===== config.mk =====
export PLATFORM = sky130hd
export DESIGN_NAME = first_fit_partition_allocator_core
export DESIGN_NICKNAME = d
export VERILOG_FILES = /design/src/rtl/core/ffpa_pkg.sv /design/src/rtl/core/first_fit_partition_allocator_core.sv /design/src/rtl/core/ffpa_ram.sv
export SDC_FILE = /design/constraint.sdc
export NUM_CORES = 2
export LEC_CHECK = 0
export ABC_AREA = 0
export BUFFER_PORTS_ARGS = -buffer_cell sky130_fd_sc_hd__clkbuf_2
export CORE_ASPECT_RATIO = 0.9
export CORE_UTILIZATION = 55
export DETAILED_ROUTE_END_ITERATION = 8
export GPL_ROUTABILITY_DRIVEN = 0
export PLACE_DENSITY = 0.72
export SYNTH_ARGS = -nofsm -noshare
export SYNTH_HDL_FRONTEND = slang
export SYNTH_SLANG_ARGS = --single-unit

===== constraint.sdc =====
create_clock -name i_clk -period 6.6 [get_ports i_clk]
set_clock_uncertainty 0.1 [all_clocks]
set_input_delay 0.66 -clock i_clk [delete_from_list [all_inputs] [get_ports i_clk]]
set_output_delay 0.66 -clock i_clk [all_outputs]
set_load 0.02 [all_outputs]

===== src/rtl/core/ffpa_pkg.sv =====
// Package: constants, codes and entry type for the first-fit partition allocator.
`timescale 1ns / 1ps
package ffpa_pkg;
    localparam int MaxBlocks = 16;
    localparam int AddrBits  = 16;
    localparam int IdxBits   = $clog2(MaxBlocks);
    localparam int CntBits   = $clog2(MaxBlocks + 1);
    localparam int SizeBits  = 16;
    localparam int JobBits   = 8;
    localparam int OpBits    = 2;
    localparam int StatBits  = 2;

    localparam logic [OpBits-1:0] OP_APPEND  = 2'd0;
    localparam logic [OpBits-1:0] OP_ALLOC   = 2'd1;
    localparam logic [OpBits-1:0] OP_RELEASE = 2'd2;
    localparam logic [OpBits-1:0] OP_NOP     = 2'd3;

    localparam logic [StatBits-1:0] ST_OK      = 2'd0;
    localparam logic [StatBits-1:0] ST_NOFIT   = 2'd1;
    localparam logic [StatBits-1:0] ST_NOJOB   = 2'd2;
    localparam logic [StatBits-1:0] ST_FULL    = 2'd3;

    localparam logic [SizeBits-1:0] SplitThresholdReset = 16'd4;

    typedef struct packed {
        logic [AddrBits-1:0] start;
        logic [SizeBits-1:0] size;
        logic                taken;
        logic [JobBits-1:0]  owner;
        logic [SizeBits-1:0] request;
    } t_entry;

    localparam int EntryBits = $bits(t_entry);
endpackage


===== src/rtl/core/first_fit_partition_allocator_core.sv =====
// Top level: first-fit partition allocator with a block table held in one RAM.
//
// A command is taken when i_start is high and o_busy is low; exactly one result is
// shown on o_status/o_start_address/o_block_size for one cycle with o_done high and
// must be consumed in that cycle. Append and no-op go from idle straight to the done
// state, which registers o_done. Allocate and release scan the table entry by entry
// through the RAM read port (a scan state issues the address, a check state takes the
// data), then an insert or remove moves each following entry one place with a shift read
// state and a shift write state, and a final write stores the result entry before the
// done state. i_cfg_we may be pulsed while idle.
`timescale 1ns / 1ps
module first_fit_partition_allocator_core (
    input  logic                            i_clk,
    input  logic                            i_rst_n,
    input  logic                            i_cfg_we,
    input  logic [ffpa_pkg::SizeBits-1:0]   i_cfg_wdata,
    input  logic                            i_start,
    output logic                            o_busy,
    input  logic [ffpa_pkg::OpBits-1:0]     i_opcode,
    input  logic [ffpa_pkg::JobBits-1:0]    i_job_id,
    input  logic [ffpa_pkg::SizeBits-1:0]   i_amount,
    output logic                            o_done,
    output logic [ffpa_pkg::StatBits-1:0]   o_status,
    output logic [ffpa_pkg::AddrBits-1:0]   o_start_address,
    output logic [ffpa_pkg::SizeBits-1:0]   o_block_size
);
    import ffpa_pkg::*;

    localparam logic [3:0] S_IDLE   = 4'd0;
    localparam logic [3:0] S_SCAN   = 4'd1;  // read address issued, data next cycle
    localparam logic [3:0] S_CHECK  = 4'd2;  // examine entry r_idx
    localparam logic [3:0] S_NBR    = 4'd3;  // neighbor read issued
    localparam logic [3:0] S_NBRCHK = 4'd4;
    localparam logic [3:0] S_SHRD   = 4'd5;  // shift read issued
    localparam logic [3:0] S_SHWR   = 4'd6;  // shift write
    localparam logic [3:0] S_FIN    = 4'd7;  // final write
    localparam logic [3:0] S_DONE   = 4'd8;

    logic [3:0]          r_state, n_state;
    logic [SizeBits-1:0] r_thresh;
    logic [CntBits-1:0]  r_count, n_count;
    logic [AddrBits-1:0] r_app, n_app;
    logic [OpBits-1:0]   r_op;
    logic [JobBits-1:0]  r_job;
    logic [SizeBits-1:0] r_amt;
    logic [CntBits-1:0]  r_idx, n_idx;     // found entry / scan pointer
    logic [CntBits-1:0]  r_ptr, n_ptr;     // shift pointer
    t_entry              r_cur, n_cur;     // found entry
    t_entry              r_prv, n_prv;     // previous scanned entry
    logic                r_ins, n_ins;     // shift direction: insert (up by one index) or remove
    t_entry              r_fin, n_fin;     // entry written at r_fin_at at the end
    logic [CntBits-1:0]  r_fin_at, n_fin_at;
    logic [StatBits-1:0] r_st, n_st;
    logic [AddrBits-1:0] r_oa, n_oa;
    logic [SizeBits-1:0] r_os, n_os;
    logic                r_done, n_done;

    logic                we;
    logic [IdxBits-1:0]  waddr, raddr;
    t_entry              wdata, rdata;
    logic [EntryBits-1:0] rbits;

    assign rdata = t_entry'(rbits);

    ffpa_ram #(.Width(EntryBits), .Depth(MaxBlocks)) u_ram (
        .i_clk  (i_clk),
        .i_we   (we),
        .i_waddr(waddr),
        .i_wdata(EntryBits'(wdata)),
        .i_raddr(raddr),
        .o_rdata(rbits)
    );

    logic [SizeBits:0] sum_prev, sum_next;
    logic [SizeBits-1:0] left;
    assign sum_prev = {1'b0, r_prv.size} + {1'b0, rdata.size};
    assign sum_next = {1'b0, r_cur.size} + {1'b0, rdata.size};
    assign left     = rdata.size - r_amt;

    always_comb begin
        n_state = r_state; n_count = r_count; n_app = r_app; n_idx = r_idx;
        n_ptr = r_ptr; n_cur = r_cur; n_prv = r_prv;
        n_ins = r_ins; n_fin = r_fin; n_fin_at = r_fin_at; n_st = r_st; n_oa = r_oa;
        n_os = r_os; n_done = 1'b0;
        we = 1'b0; waddr = '0; wdata = '0; raddr = r_idx[IdxBits-1:0];
        unique case (r_state)
            S_IDLE: begin
                if (i_start) begin
                    n_idx = '0; n_st = ST_OK; n_oa = '0; n_os = '0;
                    unique case (i_opcode) inside
                        OP_APPEND: begin
                            if (r_count == CntBits'(MaxBlocks)) begin
                                n_st = ST_FULL;
                            end else begin
                                we = 1'b1; waddr = r_count[IdxBits-1:0];
                                wdata = '{start: r_app, size: i_amount, taken: 1'b0,
                                          owner: '0, request: '0};
                                n_count = r_count + 1'b1;
                                n_app = r_app + AddrBits'(i_amount);
                                n_oa = r_app; n_os = i_amount;
                            end
                            n_state = S_DONE;
                        end
                        OP_ALLOC, OP_RELEASE: n_state = S_SCAN;
                        default: n_state = S_DONE;
                    endcase
                end
            end
            S_SCAN: begin
                if (r_idx == r_count) begin
                    n_st = (r_op == OP_ALLOC) ? ST_NOFIT : ST_NOJOB;
                    n_state = S_DONE;
                end else begin
                    n_state = S_CHECK;
                end
            end
            S_CHECK: begin
                n_prv = rdata;
                n_state = S_SCAN;
                n_idx = r_idx + 1'b1;
                raddr = n_idx[IdxBits-1:0];
                if (r_op == OP_ALLOC) begin
                    if (!rdata.taken && rdata.size >= r_amt) begin
                        n_idx = r_idx; n_cur = rdata;
                        if (left <= r_thresh) begin
                            n_fin = '{start: rdata.start, size: rdata.size, taken: 1'b1,
                                      owner: r_job, request: r_amt};
                            n_fin_at = r_idx;
                            n_oa = rdata.start; n_os = rdata.size;
                            n_state = S_FIN;
                        end else if (r_count == CntBits'(MaxBlocks)) begin
                            n_st = ST_FULL; n_state = S_DONE;
                        end else begin
                            // move entries r_idx..count-1 up by one, top first
                            n_ins = 1'b1; n_ptr = r_count;
                            n_fin = '{start: rdata.start, size: r_amt, taken: 1'b1,
                                      owner: r_job, request: r_amt};
                            n_fin_at = r_idx;
                            n_oa = rdata.start; n_os = r_amt;
                            n_count = r_count + 1'b1;
                            n_state = S_SHRD;
                        end
                    end
                end else if (rdata.taken && rdata.owner == r_job) begin
                    n_idx = r_idx; n_cur = rdata;
                    if (r_idx != '0 && !r_prv.taken &&
                        r_prv.start + AddrBits'(r_prv.size) == rdata.start &&
                        !sum_prev[SizeBits]) begin
                        n_fin = r_prv;
                        n_fin.size = sum_prev[SizeBits-1:0];
                        n_fin_at = r_idx - 1'b1;
                        n_oa = r_prv.start; n_os = n_fin.size;
                        n_ins = 1'b0; n_ptr = r_idx;
                        n_state = (r_idx + 1'b1 == r_count) ? S_FIN : S_SHRD;
                        if (r_idx + 1'b1 == r_count) n_count = r_count - 1'b1;
                    end else if (r_idx + 1'b1 < r_count) begin
                        n_state = S_NBR;
                        raddr = n_idx[IdxBits-1:0] + 1'b1;
                    end else begin
                        n_fin = '{start: rdata.start, size: rdata.size, taken: 1'b0,
                                  owner: '0, request: '0};
                        n_fin_at = r_idx;
                        n_oa = rdata.start; n_os = rdata.size;
                        n_state = S_FIN;
                    end
                end
            end
            S_NBR: begin
                // hold the successor address so its data lands in the check cycle
                raddr = IdxBits'(r_idx + 1'b1);
                n_state = S_NBRCHK;
            end
            S_NBRCHK: begin
                n_fin = '{start: r_cur.start, size: r_cur.size, taken: 1'b0,
                          owner: '0, request: '0};
                n_fin_at = r_idx;
                n_state = S_FIN;
                if (!rdata.taken && r_cur.start + AddrBits'(r_cur.size) == rdata.start &&
                    !sum_next[SizeBits]) begin
                    n_fin.size = sum_next[SizeBits-1:0];
                    n_ins = 1'b0; n_ptr = r_idx + 1'b1;
                    if (r_idx + 2'd2 == r_count) n_count = r_count - 1'b1;
                    else n_state = S_SHRD;
                end
                n_oa = r_cur.start; n_os = n_fin.size;
            end
            S_SHRD: begin
                // insert: read ptr-1; remove: read ptr+1
                raddr = r_ins ? IdxBits'(r_ptr - 1'b1) : IdxBits'(r_ptr + 1'b1);
                n_state = S_SHWR;
            end
            S_SHWR: begin
                we = 1'b1; wdata = rdata;
                if (r_ins) begin
                    waddr = r_ptr[IdxBits-1:0];
                    if (r_ptr - 1'b1 == r_fin_at) begin
                        // the remainder: shrink and advance start
                        wdata.start = rdata.start + AddrBits'(r_amt);
                        wdata.size = rdata.size - r_amt;
                        n_state = S_FIN;
                    end else begin
                        n_ptr = r_ptr - 1'b1; n_state = S_SHRD;
                    end
                end else begin
                    waddr = r_ptr[IdxBits-1:0];
                    n_ptr = r_ptr + 1'b1;
                    if (r_ptr + 2'd2 == r_count) begin
                        n_count = r_count - 1'b1; n_state = S_FIN;
                    end else begin
                        n_state = S_SHRD;
                    end
                end
            end
            S_FIN: begin
                we = 1'b1; waddr = r_fin_at[IdxBits-1:0]; wdata = r_fin;
                n_state = S_DONE;
            end
            S_DONE: begin
                n_done = 1'b1; n_state = S_IDLE;
            end
            default: n_state = S_IDLE;
        endcase
    end

    always_ff @(posedge i_clk) begin
        if (!i_rst_n) begin
            r_state <= S_IDLE; r_count <= '0; r_app <= '0;
            r_thresh <= SplitThresholdReset; r_done <= 1'b0;
        end else begin
            r_state <= n_state; r_count <= n_count; r_app <= n_app; r_done <= n_done;
            if (i_cfg_we) r_thresh <= i_cfg_wdata;
        end
    end

    always_ff @(posedge i_clk) begin
        if (r_state == S_IDLE && i_start) begin
            r_op <= i_opcode; r_job <= i_job_id; r_amt <= i_amount;
        end
        r_idx <= n_idx; r_ptr <= n_ptr; r_cur <= n_cur; r_prv <= n_prv;
        r_ins <= n_ins; r_fin <= n_fin; r_fin_at <= n_fin_at;
        r_st <= n_st; r_oa <= n_oa; r_os <= n_os;
    end

    assign o_busy          = (r_state != S_IDLE);
    assign o_done          = r_done;
    assign o_status        = r_st;
    assign o_start_address = r_oa;
    assign o_block_size    = r_os;
endmodule


===== src/rtl/core/ffpa_ram.sv =====
// Generic single-port-write, single-port-read RAM with registered read data.
`timescale 1ns / 1ps
module ffpa_ram #(
    parameter int Width = 8,
    parameter int Depth = 16
) (
    input  logic                     i_clk,
    input  logic                     i_we,
    input  logic [$clog2(Depth)-1:0] i_waddr,
    input  logic [Width-1:0]         i_wdata,
    input  logic [$clog2(Depth)-1:0] i_raddr,
    output logic [Width-1:0]         o_rdata
);
    logic [Width-1:0] r_mem [Depth];

    always_ff @(posedge i_clk) begin
        if (i_we) begin
            r_mem[i_waddr] <= i_wdata;
        end
        o_rdata <= r_mem[i_raddr];
    end
endmodule


==> flow_summary.ini <==
[routing]
vias = 31000
drcViolationCount = 0
finalWirelength_mm = 122
post_drt_wl_per_cell_um = 25.5
dr.pass1.iters = 6
antenna_left = 0
drt_iter0_drc = 3791
viasPerCell = 6.47

[timing]
setup_viol = 0
fin_crit_ns = 5.66
whs_ns = 0.0715
drv_slew = 0
hold_viol_final = 0
worst_slack_ns = 0.944
relSlewSlack_pct = 9.87
tightestPinTransition_ns = 1.34
timing.final.crit_share_pct = 85.7
finalSetupTns_ns = 0
rsz0062_at_grt = no
fmax_ghz = 0.177

[worst_setup_path]
cp-end-kind = flip-flop
critPathKind = flip-flop to flip-flop
worstReg2RegEnd = r_ptr[1]
crit_path_cell_trace = ha_1 > nor2b_1 > o21ai_0 > a21oi_1 > nor3_1 > o21ai_0 > a21oi_1 > o21bai_1 > a21oi_1 > xnor2_1 > ha_1 > and4_1 > and2_1 > o211ai_1 > a32oi_1 > nand2_1 > o21ai_0 > o22ai_1 > nor3b_1
critPathRequiredTime_ns = 6.80
path_delay_family = compound AO/OA/AOI/OAI gates
cp_max_fo = 7
critPathSlowestCell = nor3b_1
cp_num_buf_inv = 0
start_kind = flip-flop
arrival_ns = 5.85
r2r_setup_slack_ns = 0.94
ff2ff_path_depth = 19
timing.rr.start = u_ram.o_rdata[27]
slowest_delay_ns = 0.73

[cts]
cts_tree = done
clock_latency_ns = 0.68
cts_htree_levels = 3
clock_path_buffers = 3
path_clk_slew_ns = 0.06
ctsResizeCount = 0
clock_sinks = 929
hold_buffers = 0
post_cts_buffers = 0
clockRootBuffer = clkbuf_16
cts_made_buffers = 93

[layout]
fillerInstances = 6037
fin_util_pct = 62.3
antennaDiodeCount = 0
drive_above_1_share_pct = 10.0
final_nets = 3873
area_growth_pct = 11.3

[synthesis]
avgSynthCellArea_um2 = 12.1
synth_edf_count = 846
synth_cells = 3631
ys_types = 86
synth_flop_cell = edfxtp_1
synth_area_leaders = edfxtp_1, nand2_1, ha_1, a211oi_1, dfxtp_1
async_flop_share_pct = 0
synthesis.nets = 3827
synth_area_leader_cell = edfxtp_1
yosysSeqAreaShare_pct = 61.8
ys_seq_elements = 929
yosys_warnings = 0
syn_area_um2 = 43800
synth_top_area_share_pct = 58.0

[job]
drv_cap = 0

[die]
io_pins = 82
start_util_pct = 56.0
core_um2 = 78300
die_area_um2 = 80800
die_y_um = 270
std_cell_rows = 97
die_w_um = 299

[hold_path]
hp-start = i_job_id[5]
hold_path.class = input port to flip-flop
hold-path-cell-count = 1
whs_endpoint = r_job[5]

[placed_design]
pre_cts_ws_ns = 1.12
port-buffer-count = 81
dp_hpwl_mm = 77.2

[power_and_ir_drop]
clkPwrFrac_pct = 34.4
vdd_drop_max_mv = 0.243
combinationalPowerShare_pct = 20.9
p_int_mw = 11.0
p_per_area_nw_per_um2 = 322
seqPwrFrac_pct = 44.7
leakagePower_nw = 16.9
p_sw_mw = 4.71
sw_frac_of_total_pct = 30.0

[global_routing]
grt-ovfl-total = 0
grt_pass1_vias = 29600
grt_max_degree = 165
antenna_found_initial = 5
grt_first_pass_wirelength_mm = 183
grtUsageTotal_pct = 30.0

[status]
status = completed
cell usage after synthesis (62+ instances only):
master and count:
edfxtp_1 846, dfxtp_1 83, nand2_1 491, mux2i_1 62, a311oi_1 84, ha_1 143
clkbuf_1 194, a21oi_1 223, and2_1 119, inv_1 90, o21ai_0 95, nor2_1 147
a211oi_1 230, and2_0 64, xnor2_1 104, a31oi_1 104
power groups by stage:
stage          sequential [mW]  combinational [mW]  clock, mW
6_report                  7.01                3.28       5.41
5_1_grt                   7.01                3.58       5.67
4_1_cts                   6.99                3.22       5.45
3_5_place_dp              7.12                3.20          0
3_3_place_gp              7.11                3.15          0
2_1_floorplan             6.98                2.32          0
per-stage QoR:
stage / cells / total power [mW] / instance area [um2]
finish: 4796 / 15.7 / 48800
global route: 4796 / 16.3 / 48800
CTS: 4796 / 15.7 / 48800
detailed placement: 4621 / 10.3 / 45600
global placement: 4621 / 10.3 / 45600
floorplan: 3631 / 9.30 / 43800
worst max path at each step:
stage,end,cells after the start,start
5_1_grt,r_ptr[1],21,u_ram.o_rdata[25]
2_1_floorplan,u_ram.r_mem[4][16],8,r_state[1]
3_3_place_gp,o_block_size[4],23,u_ram.o_rdata[25]
4_1_cts,r_ptr[1],19,u_ram.o_rdata[27]
6_report,r_ptr[1],19,u_ram.o_rdata[27]
3_5_place_dp,r_ptr[1],19,u_ram.o_rdata[27]
worst reg2reg max path, stage by stage (launching register included):
cell and delay, ns:
dfxtp_1 0.48, ha_1 0.33, nor2b_1 0.15, o21ai_0 0.26, a21oi_1 0.15, nor3_1 0.37
o21ai_0 0.16, a21oi_1 0.26, o21bai_1 0.09, a21oi_1 0.25, xnor2_1 0.11, ha_1 0.30
and4_1 0.18, and2_1 0.14, o211ai_1 0.09, a32oi_1 0.43, nand2_1 0.19, o21ai_0 0.34
o22ai_1 0.17, nor3b_1 0.73
routing by layer:
metal  vias to the layer above  global-route usage [%]  part of all wire [%]
met2                      1614                    46.6                    45
met4                         4                    11.9                   4.2
met5                         -                       0                 0.027
met3                       337                    5.68                    10
met1                     15200                    41.9                    40
li1                      13900                       -                     -
logic make-up after synthesis:
group	after synthesis	share of synthesized area [%]
AO/OA/AOI/OAI	984	15.4
XOR/XNOR	150	3.00
AND/OR/NAND/NOR	1034	11.1
multiplexers	71	1.65
flip-flops	929	61.8
buffers and inverters	313	2.74
adder cells (fa/ha/maj)	150	4.40
final cells by class:
cell class	instances	area (um2)	share of cell area, %
Tap cell	1039	1300	2.67
Sequential cell	929	27100	55.5
Inverter	92	345	0.708
Clock inverter	51	607	1.24
Multi-Input combinational cell	2389	15700	32.3
Clock buffer	124	2540	5.22
Timing Repair Buffer	172	1180	2.41
placed cells by master, fill, tap and decap left out, drive strengths merged, types with 37 or more instances in the layout:
master,instances
nand3,51
xor2,46
a211oi,231
clkinv,37
a31oi,104
nor2,148
buf,91
xnor2,104
clkbuf,205
o21ai,105
and2,184
dfxtp,83
a21oi,223
mux2i,62
edfxtp,846
ha,143
inv,94
a22oi,50
a311oi,84
nand2,491
flip-flops by register name (all words and copies together), names as in the netlist, 32 cells and up:
signal / count
r_cur: 32
u_ram.o_rdata: 41
r_prv: 41
u_ram.r_mem: 656
r_fin: 41
Note: power is estimated with default switching activity, not from simulation.
